$ cat config.mk
export PLATFORM = sky130hd
export DESIGN_NAME = h264_rtp_depacketizer_flat
export DESIGN_NICKNAME = d
export VERILOG_FILES = /design/src/rtl/core/hrd_pkg.sv /design/src/rtl/core/hrd_if.sv /design/src/rtl/core/hrd_front.sv /design/src/rtl/core/hrd_queue.sv /design/src/rtl/core/hrd_back.sv /design/src/rtl/core/h264_rtp_depacketizer.sv /design/src/flat_wrapper.sv
export SDC_FILE = /design/constraint.sdc
export NUM_CORES = 1
export LEC_CHECK = 0
export BUFFER_PORTS_ARGS = -buffer_cell sky130_fd_sc_hd__clkbuf_2
export CAP_MARGIN = 20
export CORE_ASPECT_RATIO = 0.75
export CORE_MARGIN = 8
export CORE_UTILIZATION = 30
export CTS_BUF_LIST = sky130_fd_sc_hd__clkbuf_2 sky130_fd_sc_hd__clkbuf_4 sky130_fd_sc_hd__clkbuf_8
export DETAILED_ROUTE_END_ITERATION = 7
export PLACE_DENSITY_LB_ADDON = 0.3
export SYNTH_ARGS = -nofsm -noshare
export SYNTH_HDL_FRONTEND = slang
export SYNTH_SLANG_ARGS = --single-unit
$ cat constraint.sdc
create_clock -name i_clk -period 7.8 [get_ports i_clk]
set_input_delay 0.78 -clock i_clk [delete_from_list [all_inputs] [get_ports i_clk]]
set_output_delay 0.78 -clock i_clk [all_outputs]
set_load 0.03 [all_outputs]
$ cat src/rtl/core/hrd_pkg.sv
// Package for the H.264 RTP depacketizer: result word type, NAL type codes, queue sizing.
`timescale 1ns / 1ps
package hrd_pkg;

    // NAL unit type codes of interest
    localparam logic [4:0]  NAL_TYPE_STAPA = 5'd24;
    localparam logic [4:0]  NAL_TYPE_FUA   = 5'd28;
    // STAP-A length prefix size in bytes
    localparam logic [15:0] STAP_LEN_BYTES = 16'd2;

    // queue between parser and output stage
    localparam int QUEUE_DEPTH = 4;
    localparam int QUEUE_AW    = $clog2(QUEUE_DEPTH);
    localparam int QUEUE_CW    = $clog2(QUEUE_DEPTH + 1);

    // one result word
    typedef struct packed {
        logic       byte_valid;
        logic [7:0] out_byte;
        logic       nal_first;
        logic       nal_last;
        logic       nal_abort;
        logic       packet_done;
        logic       packet_ok;
    } t_result;

    // queue status seen by parser and output stage
    typedef struct packed {
        logic                full;
        logic                empty;
        logic [QUEUE_CW-1:0] count;
    } t_queue_status;

endpackage

$ cat src/rtl/core/hrd_if.sv
// Handshake channel interfaces: payload byte input and NAL byte output.
`timescale 1ns / 1ps
interface hrd_in_if;
    logic        valid;
    logic        ready;
    logic [7:0]  payload_byte;
    logic        first_byte;
    logic [15:0] payload_length;

    modport source (output valid, output payload_byte, output first_byte,
                    output payload_length, input ready);
    modport sink   (input valid, input payload_byte, input first_byte,
                    input payload_length, output ready);
endinterface

interface hrd_out_if;
    logic       valid;
    logic       ready;
    logic       byte_valid;
    logic [7:0] out_byte;
    logic       nal_first;
    logic       nal_last;
    logic       nal_abort;
    logic       packet_done;
    logic       packet_ok;

    modport source (output valid, output byte_valid, output out_byte, output nal_first,
                    output nal_last, output nal_abort, output packet_done,
                    output packet_ok, input ready);
    modport sink   (input valid, input byte_valid, input out_byte, input nal_first,
                    input nal_last, input nal_abort, input packet_done,
                    input packet_ok, output ready);
endinterface

$ cat src/rtl/core/hrd_front.sv
// Front end: accepts payload bytes, parses single NAL / STAP-A / FU-A, builds result words.
`timescale 1ns / 1ps
module hrd_front
    import hrd_pkg::*;
(
    input  logic          i_clk,
    input  logic          i_rst_n,
    hrd_in_if.sink        i_in,
    input  t_queue_status i_qstat,
    output logic          o_push,
    output t_result       o_result
);

    // parse phases
    localparam logic [3:0] PH_IDLE       = 4'd0;
    localparam logic [3:0] PH_SINGLE     = 4'd1;
    localparam logic [3:0] PH_FUA_HDR    = 4'd2;
    localparam logic [3:0] PH_FUA_DATA   = 4'd3;
    localparam logic [3:0] PH_STAP_HI    = 4'd4;
    localparam logic [3:0] PH_STAP_LO    = 4'd5;
    localparam logic [3:0] PH_STAP_FIRST = 4'd6;
    localparam logic [3:0] PH_STAP_DATA  = 4'd7;
    localparam logic [3:0] PH_DRAIN      = 4'd8;

    logic [3:0]  r_phase,     n_phase;
    logic [15:0] r_bytes_left, n_bytes_left;
    logic [15:0] r_sub_left,  n_sub_left;
    logic [7:0]  r_len_hi,    n_len_hi;
    logic [1:0]  r_nri,       n_nri;
    logic        r_frag_open, n_frag_open;
    logic        r_frag_ends, n_frag_ends;
    logic        r_failed,    n_failed;

    logic        accept;
    logic        fail;
    logic [7:0]  b;
    logic [4:0]  nal_type;
    logic [15:0] rem;
    logic [15:0] stap_size;
    logic [15:0] sub_dec;
    t_result     res;

    assign i_in.ready = !i_qstat.full;
    assign accept     = i_in.valid && !i_qstat.full;
    assign b          = i_in.payload_byte;
    assign nal_type   = b[4:0];
    assign rem        = r_bytes_left - 16'd1;
    assign stap_size  = {r_len_hi, b};
    assign sub_dec    = r_sub_left - 16'd1;

    // parser next state and result word
    always_comb begin
        n_phase      = r_phase;
        n_bytes_left = r_bytes_left;
        n_sub_left   = r_sub_left;
        n_len_hi     = r_len_hi;
        n_nri        = r_nri;
        n_frag_open  = r_frag_open;
        n_frag_ends  = r_frag_ends;
        n_failed     = r_failed;
        res          = '0;
        fail         = 1'b0;
        o_push       = 1'b0;

        if (accept) begin
            if (i_in.first_byte) begin
                o_push = 1'b1;
                // truncation of an unfinished payload
                if (r_phase != PH_IDLE) begin
                    if (r_frag_open || r_phase == PH_SINGLE || r_phase == PH_STAP_DATA)
                        res.nal_abort = 1'b1;
                    n_frag_open = 1'b0;
                end
                n_phase      = PH_IDLE;
                n_failed     = 1'b0;
                n_bytes_left = '0;
                if (i_in.payload_length == 16'd0) begin
                    res.packet_done = 1'b1;
                end else begin
                    n_bytes_left = i_in.payload_length - 16'd1;
                    if (b[7]) begin
                        fail = 1'b1;
                    end else if (nal_type == NAL_TYPE_FUA) begin
                        if (i_in.payload_length <= 16'd2) begin
                            if (n_frag_open) res.nal_abort = 1'b1;
                            n_frag_open = 1'b0;
                            fail        = 1'b1;
                        end else begin
                            n_nri   = b[6:5];
                            n_phase = PH_FUA_HDR;
                        end
                    end else begin
                        if (n_frag_open) res.nal_abort = 1'b1;
                        n_frag_open = 1'b0;
                        if (nal_type == NAL_TYPE_STAPA) begin
                            if (i_in.payload_length == 16'd1) begin
                                res.packet_done = 1'b1;
                                res.packet_ok   = 1'b1;
                            end else begin
                                n_phase = PH_STAP_HI;
                            end
                        end else if (nal_type < NAL_TYPE_STAPA) begin
                            res.byte_valid = 1'b1;
                            res.out_byte   = b;
                            res.nal_first  = 1'b1;
                            if (i_in.payload_length == 16'd1) begin
                                res.nal_last    = 1'b1;
                                res.packet_done = 1'b1;
                                res.packet_ok   = 1'b1;
                            end else begin
                                n_phase = PH_SINGLE;
                            end
                        end else begin
                            fail = 1'b1;
                        end
                    end
                    if (fail) begin
                        n_failed = 1'b1;
                        if (i_in.payload_length == 16'd1) res.packet_done = 1'b1;
                        else                               n_phase = PH_DRAIN;
                    end
                end
            end else if (r_phase != PH_IDLE) begin
                // continuation byte inside a payload
                o_push       = 1'b1;
                n_bytes_left = rem;
                case (r_phase)
                    PH_SINGLE: begin
                        res.byte_valid = 1'b1;
                        res.out_byte   = b;
                        res.nal_last   = (rem == 16'd0);
                    end
                    PH_FUA_HDR: begin
                        if ((b[7] && b[6]) || (!b[7] && !r_frag_open)
                            || nal_type >= NAL_TYPE_STAPA) begin
                            if (r_frag_open) res.nal_abort = 1'b1;
                            n_frag_open = 1'b0;
                            fail        = 1'b1;
                        end else begin
                            if (b[7]) begin
                                res.nal_abort  = r_frag_open;
                                n_frag_open    = 1'b1;
                                res.byte_valid = 1'b1;
                                res.nal_first  = 1'b1;
                                res.out_byte   = {1'b0, r_nri, nal_type};
                            end
                            n_frag_ends = b[6];
                            n_phase     = PH_FUA_DATA;
                        end
                    end
                    PH_FUA_DATA: begin
                        res.byte_valid = 1'b1;
                        res.out_byte   = b;
                        if (rem == 16'd0 && r_frag_ends) begin
                            res.nal_last = 1'b1;
                            n_frag_open  = 1'b0;
                        end
                    end
                    PH_STAP_HI: begin
                        if (rem < STAP_LEN_BYTES) begin
                            fail = 1'b1;
                        end else begin
                            n_len_hi = b;
                            n_phase  = PH_STAP_LO;
                        end
                    end
                    PH_STAP_LO: begin
                        if (stap_size == 16'd0 || stap_size > rem) begin
                            fail = 1'b1;
                        end else begin
                            n_sub_left = stap_size;
                            n_phase    = PH_STAP_FIRST;
                        end
                    end
                    PH_STAP_FIRST, PH_STAP_DATA: begin
                        res.byte_valid = 1'b1;
                        res.out_byte   = b;
                        res.nal_first  = (r_phase == PH_STAP_FIRST);
                        n_sub_left     = sub_dec;
                        if (sub_dec == 16'd0) begin
                            res.nal_last = 1'b1;
                            n_phase      = PH_STAP_HI;
                        end else begin
                            n_phase = PH_STAP_DATA;
                        end
                    end
                    default: begin
                    end
                endcase
                if (fail) begin
                    n_failed = 1'b1;
                    n_phase  = PH_DRAIN;
                end
                // last byte of the payload
                if (rem == 16'd0) begin
                    res.packet_done = 1'b1;
                    res.packet_ok   = !n_failed;
                    n_phase         = PH_IDLE;
                end
            end
        end
    end

    assign o_result = res;

    // parser state
    always_ff @(posedge i_clk) begin
        if (!i_rst_n) begin
            r_phase      <= PH_IDLE;
            r_bytes_left <= '0;
            r_sub_left   <= '0;
            r_len_hi     <= '0;
            r_nri        <= '0;
            r_frag_open  <= 1'b0;
            r_frag_ends  <= 1'b0;
            r_failed     <= 1'b0;
        end else begin
            r_phase      <= n_phase;
            r_bytes_left <= n_bytes_left;
            r_sub_left   <= n_sub_left;
            r_len_hi     <= n_len_hi;
            r_nri        <= n_nri;
            r_frag_open  <= n_frag_open;
            r_frag_ends  <= n_frag_ends;
            r_failed     <= n_failed;
        end
    end

endmodule

$ cat src/rtl/core/hrd_queue.sv
// Short result queue between parser and output stage.
`timescale 1ns / 1ps
module hrd_queue
    import hrd_pkg::*;
(
    input  logic          i_clk,
    input  logic          i_rst_n,
    input  logic          i_push,
    input  t_result       i_data,
    input  logic          i_pop,
    output t_result       o_data,
    output t_queue_status o_stat
);

    localparam logic [QUEUE_AW-1:0] LAST_PTR = QUEUE_AW'(QUEUE_DEPTH - 1);
    localparam logic [QUEUE_CW-1:0] FULL_CNT = QUEUE_CW'(QUEUE_DEPTH);

    t_result             r_mem [QUEUE_DEPTH];
    logic [QUEUE_AW-1:0] r_wr_ptr, n_wr_ptr;
    logic [QUEUE_AW-1:0] r_rd_ptr, n_rd_ptr;
    logic [QUEUE_CW-1:0] r_count,  n_count;
    logic                do_push;
    logic                do_pop;

    assign do_push = i_push && (r_count != FULL_CNT);
    assign do_pop  = i_pop && (r_count != '0);

    // pointer and fill count update
    always_comb begin
        n_wr_ptr = r_wr_ptr;
        n_rd_ptr = r_rd_ptr;
        n_count  = r_count;
        if (do_push) n_wr_ptr = (r_wr_ptr == LAST_PTR) ? '0 : r_wr_ptr + 1'b1;
        if (do_pop)  n_rd_ptr = (r_rd_ptr == LAST_PTR) ? '0 : r_rd_ptr + 1'b1;
        if (do_push && !do_pop)      n_count = r_count + 1'b1;
        else if (!do_push && do_pop) n_count = r_count - 1'b1;
    end

    always_ff @(posedge i_clk) begin
        if (!i_rst_n) begin
            r_wr_ptr <= '0;
            r_rd_ptr <= '0;
            r_count  <= '0;
        end else begin
            r_wr_ptr <= n_wr_ptr;
            r_rd_ptr <= n_rd_ptr;
            r_count  <= n_count;
        end
    end

    // storage words
    always_ff @(posedge i_clk) begin
        if (do_push) r_mem[r_wr_ptr] <= i_data;
    end

    assign o_data       = r_mem[r_rd_ptr];
    assign o_stat.full  = (r_count == FULL_CNT);
    assign o_stat.empty = (r_count == '0);
    assign o_stat.count = r_count;

endmodule

$ cat src/rtl/core/hrd_back.sv
// Back end: output register that drains the result queue onto the output channel.
`timescale 1ns / 1ps
module hrd_back
    import hrd_pkg::*;
(
    input  logic          i_clk,
    input  logic          i_rst_n,
    input  t_queue_status i_qstat,
    input  t_result       i_data,
    output logic          o_pop,
    hrd_out_if.source     o_out
);

    logic    r_valid, n_valid;
    t_result r_word;
    logic    load;

    // refill whenever the register is empty or being taken
    assign load  = !r_valid || o_out.ready;
    assign o_pop = load && !i_qstat.empty;

    always_comb begin
        n_valid = r_valid;
        if (load) n_valid = !i_qstat.empty;
    end

    always_ff @(posedge i_clk) begin
        if (!i_rst_n) r_valid <= 1'b0;
        else          r_valid <= n_valid;
    end

    always_ff @(posedge i_clk) begin
        if (o_pop) r_word <= i_data;
    end

    assign o_out.valid       = r_valid;
    assign o_out.byte_valid  = r_word.byte_valid;
    assign o_out.out_byte    = r_word.out_byte;
    assign o_out.nal_first   = r_word.nal_first;
    assign o_out.nal_last    = r_word.nal_last;
    assign o_out.nal_abort   = r_word.nal_abort;
    assign o_out.packet_done = r_word.packet_done;
    assign o_out.packet_ok   = r_word.packet_ok;

endmodule

$ cat src/rtl/core/h264_rtp_depacketizer.sv
// Top level of the H.264 RTP depacketizer (single NAL, STAP-A, FU-A).
//
// Input channel i_in: one RTP payload byte per word; first_byte marks the
// start of a payload and payload_length is sampled with it. Output channel
// o_out: one result word per payload byte (one for an empty payload) giving
// the NAL byte with first/last marks, abort of an open fragment, and the
// packet done/ok status. Stray bytes outside a payload give no word.
// The parser takes one byte per cycle while the queue is not full and pushes
// its result into a four-word queue; an output register drains the queue. A
// word passes through the queue and then the output register before it
// appears on o_out. Sustained rate is one byte per cycle while the receiver
// keeps ready high.
// Reset (i_rst_n low, synchronous) returns the parser to idle with no open
// fragment and empties the queue and output register.
// When the receiver stalls, the output word holds and the queue fills;
// i_in.ready falls once the queue is full and rises as words are taken.
`timescale 1ns / 1ps
module h264_rtp_depacketizer
    import hrd_pkg::*;
(
    input  logic      i_clk,
    input  logic      i_rst_n,
    hrd_in_if.sink    i_in,
    hrd_out_if.source o_out
);

    logic          push;
    logic          pop;
    t_result       front_word;
    t_result       queue_word;
    t_queue_status qstat;

    hrd_front u_front (
        .i_clk    (i_clk),
        .i_rst_n  (i_rst_n),
        .i_in     (i_in),
        .i_qstat  (qstat),
        .o_push   (push),
        .o_result (front_word)
    );

    hrd_queue u_queue (
        .i_clk   (i_clk),
        .i_rst_n (i_rst_n),
        .i_push  (push),
        .i_data  (front_word),
        .i_pop   (pop),
        .o_data  (queue_word),
        .o_stat  (qstat)
    );

    hrd_back u_back (
        .i_clk   (i_clk),
        .i_rst_n (i_rst_n),
        .i_qstat (qstat),
        .i_data  (queue_word),
        .o_pop   (pop),
        .o_out   (o_out)
    );

    // parser never produces a word into a full queue
    a_no_push_full: assert property (@(posedge i_clk) disable iff (!i_rst_n)
        push |-> !qstat.full)
        else $error("result pushed into full queue");

    // fill count follows pushes and pops
    a_count_track: assert property (@(posedge i_clk) disable iff (!i_rst_n)
        $past(i_rst_n) |->
        (qstat.count == $past(qstat.count) + QUEUE_CW'($past(push))
                        - QUEUE_CW'($past(pop) && !$past(qstat.empty))))
        else $error("queue fill count out of step");

    // nothing presented on the output right after reset
    a_reset_idle: assert property (@(posedge i_clk)
        $past(!i_rst_n) |-> !o_out.valid)
        else $error("output valid right after reset");

endmodule

$ cat src/flat_wrapper.sv
// flat-port wrapper written by rule: the top's interface ports become plain ports
module h264_rtp_depacketizer_flat import hrd_pkg::*;
  (i_clk, i_rst_n, i_in_valid, i_in_payload_byte, i_in_first_byte, i_in_payload_length, i_in_ready, o_out_valid, o_out_byte_valid, o_out_out_byte, o_out_nal_first, o_out_nal_last, o_out_nal_abort, o_out_packet_done, o_out_packet_ok, o_out_ready);
  hrd_in_if i_in_i ();
  hrd_out_if o_out_i ();
  input  logic i_clk;
  input  logic i_rst_n;
  input wire logic [$bits(i_in_i.valid)-1:0] i_in_valid;
  input wire logic [$bits(i_in_i.payload_byte)-1:0] i_in_payload_byte;
  input wire logic [$bits(i_in_i.first_byte)-1:0] i_in_first_byte;
  input wire logic [$bits(i_in_i.payload_length)-1:0] i_in_payload_length;
  output wire logic [$bits(i_in_i.ready)-1:0] i_in_ready;
  output wire logic [$bits(o_out_i.valid)-1:0] o_out_valid;
  output wire logic [$bits(o_out_i.byte_valid)-1:0] o_out_byte_valid;
  output wire logic [$bits(o_out_i.out_byte)-1:0] o_out_out_byte;
  output wire logic [$bits(o_out_i.nal_first)-1:0] o_out_nal_first;
  output wire logic [$bits(o_out_i.nal_last)-1:0] o_out_nal_last;
  output wire logic [$bits(o_out_i.nal_abort)-1:0] o_out_nal_abort;
  output wire logic [$bits(o_out_i.packet_done)-1:0] o_out_packet_done;
  output wire logic [$bits(o_out_i.packet_ok)-1:0] o_out_packet_ok;
  input wire logic [$bits(o_out_i.ready)-1:0] o_out_ready;
  assign i_in_i.valid = i_in_valid;
  assign i_in_i.payload_byte = i_in_payload_byte;
  assign i_in_i.first_byte = i_in_first_byte;
  assign i_in_i.payload_length = i_in_payload_length;
  assign i_in_ready = i_in_i.ready;
  assign o_out_valid = o_out_i.valid;
  assign o_out_byte_valid = o_out_i.byte_valid;
  assign o_out_out_byte = o_out_i.out_byte;
  assign o_out_nal_first = o_out_i.nal_first;
  assign o_out_nal_last = o_out_i.nal_last;
  assign o_out_nal_abort = o_out_i.nal_abort;
  assign o_out_packet_done = o_out_i.packet_done;
  assign o_out_packet_ok = o_out_i.packet_ok;
  assign o_out_i.ready = o_out_ready;
  h264_rtp_depacketizer u_core (.i_clk(i_clk), .i_rst_n(i_rst_n), .i_in(i_in_i), .o_out(o_out_i));
endmodule
==> results.sh <==
export IMPL_status="complete, no violations"
export IMPL_ios=45
export IMPL_wl_per_cell_um=16.9
export IMPL_clockRootBuffer="clkbuf_8"
export IMPL_grt_max_degree=51
export IMPL_die_area_um2=29600
export IMPL_ir_drop_mv=0.141
export IMPL_layout_area_seq_um2=3240
export IMPL_cp_end_kind="register"
export IMPL_gp_congestion=0.871
export IMPL_die_y_um=151
export IMPL_multiInputGateArea_um2=3750
export IMPL_fmax_mhz=200
export IMPL_r2r_slack_ps=2800
export IMPL_drt_first_iter_violations=498
export IMPL_area_growth_pct=11.5
export IMPL_instances_no_fill=1076
export IMPL_syn_area_per_cell_um2=9.89
export IMPL_wl_met2_um=7280
export IMPL_syn_nets=794
export IMPL_skew_ps=16.7
export IMPL_power_leakage_nw=3.03
export IMPL_fin_nets=815
export IMPL_path_clk_slew_ps=80
export IMPL_crit_type="register to register"
export IMPL_tightest_slew_ps=1050
export IMPL_htreeDepth=4
export IMPL_grt_pass1_wl_um=29400
export IMPL_cts_resized=0
export IMPL_viasPerCell=5.29
export IMPL_yosysWarnings=0
export IMPL_finalSetupViolCount=0
export IMPL_hold_buffers=0
export IMPL_cts_sinks=127
export IMPL_rsz0062_at_grt="no"
export IMPL_cts_buffers=17
export IMPL_fin_worst_hold_slack_ps=482
export IMPL_ant_nets=0
export IMPL_cts_setup_buffers=0
export IMPL_topRoutingLayerUsed="met4"
export IMPL_power_density_nw_per_um2=267
export IMPL_cp_arrival_ps=5350
export IMPL_synth_edf_count=70
export IMPL_fin_tns_setup_ps=0
export IMPL_cts_tree="yes"
export IMPL_clock_latency_ps=460
export IMPL_hold_violations=0
export IMPL_place_inst=1044
export IMPL_firstDrtPassIters=6
export IMPL_synth_area_um2=7280
export IMPL_core_um2=23900
export IMPL_drive_gt1_frac=0.135
export IMPL_die_w_um=196
export IMPL_crit_fanout=33
export IMPL_numPortBuffers=44
export IMPL_post_route_period_util=0.641
export IMPL_globalRouteTotalUtil=0.126
export IMPL_critPathRequiredTime_ps=8150
export IMPL_hold_path_class="register to register"
export IMPL_fp_row_count=49
export IMPL_layout_min_cycle_time_ps=5000
export IMPL_drc_errors=0
export IMPL_wl_um=18200
export IMPL_overflow=0
export IMPL_fill_cells=2456
export IMPL_diodes=0
export IMPL_cap_violations=0
export IMPL_ys_async_sr_fraction=0
export IMPL_grt_pass1_vias=5284
export IMPL_layout_setup_ws_ps=2800
export IMPL_max_slew_margin_rel=0.302
export IMPL_cts_buffer_depth=2
export IMPL_drv_slew=0
export IMPL_synth_distinct_cells=70
export IMPL_start_kind="register"
export IMPL_syn_inst=736
export IMPL_wl_met1_um=9730
export IMPL_yosys_register_bits=127
export IMPL_post_place_ws_ps=2860
export IMPL_ys_flop_type="edfxtp_1"
export IMPL_place_hpwl_um=13000
export IMPL_antenna_found_initial=0
export IMPL_dr_wl_met3_um=962
export IMPL_vias=5696
export IMPL_initial_core_util=0.305
export IMPL_ys_seq_area_frac=0.445
## where the power goes
part | leakage (nW) | switching, W | total [W] | internal, W
Combinational | 1.69 | 0.000407 | 0.000679 | 0.000272
Sequential | 1.14 | 0.0000840 | 0.000900 | 0.000816
Clock | 0.201 | 0.000269 | 0.000592 | 0.000323
Total | 3.03 | 0.000760 | 0.00217 | 0.00141
## flip-flops by register name, indices dropped and copies added, names as in the netlist
register / cells
u_core.u_back.o_out.valid: 1
u_core.u_back.o_out.out_byte: 8
u_core.u_back.o_out.packet_ok: 1
u_core.u_front.r_nri: 2
u_core.u_front.r_phase: 4
u_core.u_back.o_out.packet_done: 1
u_core.u_front.r_len_hi: 8
u_core.u_front.r_sub_left: 16
u_core.u_front.r_frag_ends: 1
u_core.u_back.o_out.nal_last: 1
u_core.u_front.r_frag_open: 1
u_core.u_front.r_bytes_left: 16
u_core.u_queue.r_mem: 56
u_core.u_back.o_out.nal_abort: 1
u_core.u_back.o_out.byte_valid: 1
u_core.u_back.o_out.nal_first: 1
u_core.u_queue.r_rd_ptr: 2
u_core.u_queue.r_count: 3
u_core.u_front.r_failed: 1
u_core.u_queue.r_wr_ptr: 2
## per-stage QoR
step | power [W] | instance area (um^2) | utilization
floorplan | 0.00142 | 7280 | -
finish | 0.00217 | 8120 | 0.339
global route | 0.00231 | 8120 | 0.339
global placement | 0.00159 | 7720 | 0.323
detailed placement | 0.00159 | 7720 | 0.323
CTS | 0.00219 | 8120 | 0.339
## final timing paths
kind / from / end / cells past startpoint
worst min register to register: u_core.u_back.o_out.valid / u_core.u_back.o_out.valid / 2
worst max-delay path: u_core.u_front.r_bytes_left[2] / u_core.u_front.r_sub_left[0] / 14
worst max register to register: u_core.u_front.r_bytes_left[2] / u_core.u_front.r_sub_left[0] / 14
worst min-delay path: u_core.u_back.o_out.valid / u_core.u_back.o_out.valid / 2
## worst max-delay path: stages, from the launching register on
cell and delay, ps:
dfxtp_1 430, or4_1 690, nor2_1 350, nand3_1 200, or2_2 330, nor2_1 120, xnor2_1 170, ha_1 280
and4_1 230, a21oi_1 150, o2111ai_1 120, o21a_1 220, or4b_1 950, and2_0 350, o31a_1 290
## synthesized netlist by cell type, drive strengths merged (18+ instances only)
| library cell | count | area (um^2) |
|---|---|---|
| a21oi | 36 | 184 |
| clkbuf | 38 | 143 |
| dfxtp | 57 | 1140 |
| edfxtp | 70 | 2100 |
| ha | 28 | 350 |
| inv | 22 | 82.6 |
| nand2 | 61 | 229 |
| nand3 | 18 | 90.1 |
| nor2 | 53 | 199 |
| nor2b | 28 | 175 |
| nor3 | 26 | 130 |
| o21ai | 33 | 165 |
## layer usage
layer	up-vias	GRT usage
li1	2800	-
met1	2704	0.189
met2	167	0.175
met3	25	0.0284
met4	0	0.0374
met5	-	0
## cells in the final DEF, fill, tap and decap left out, types with 8 or more instances in the layout
| cell type | Yosys | layout |
|---|---|---|
| mux4_2 | 14 | 14 |
| o21ai_0 | 31 | 31 |
| a21oi_1 | 35 | 35 |
| nor2_1 | 53 | 53 |
| nor2b_1 | 28 | 28 |
| o31ai_1 | 11 | 11 |
| dfxtp_1 | 57 | 57 |
| or3_1 | 8 | 8 |
| and2_1 | 12 | 12 |
| mux2i_1 | 15 | 15 |
| nor3_1 | 26 | 26 |
| clkbuf_2 | 0 | 44 |
| nand3_1 | 18 | 18 |
| xnor2_1 | 15 | 15 |
| nand4_1 | 10 | 10 |
| o211ai_1 | 8 | 8 |
| a31oi_1 | 11 | 11 |
| edfxtp_1 | 70 | 70 |
| nand2_1 | 61 | 61 |
| nor4_1 | 10 | 10 |
| clkbuf_8 | 0 | 17 |
| a21boi_0 | 9 | 9 |
| xor2_1 | 15 | 15 |
| o22ai_1 | 10 | 10 |
| and3_1 | 8 | 8 |
| ha_1 | 28 | 28 |
| inv_1 | 22 | 22 |
## layout make-up
class / count / area share
clock buffer: 20 / 0.0316
inverter: 23 / 0.0106
tap: 306 / 0.0472
sequential: 127 / 0.400
timing repair buffer: 49 / 0.0318
clock inverter: 12 / 0.0177
multi-input combinational: 539 / 0.462
## logic make-up after synthesis
kind of cell    synth area share
flops                      0.445
mux                       0.0639
compound gates             0.163
fa+ha+maj                 0.0509
simple gates               0.201
xor+xnor                  0.0361
buf+inv                   0.0400
Power figures use the tool's default switching activity.
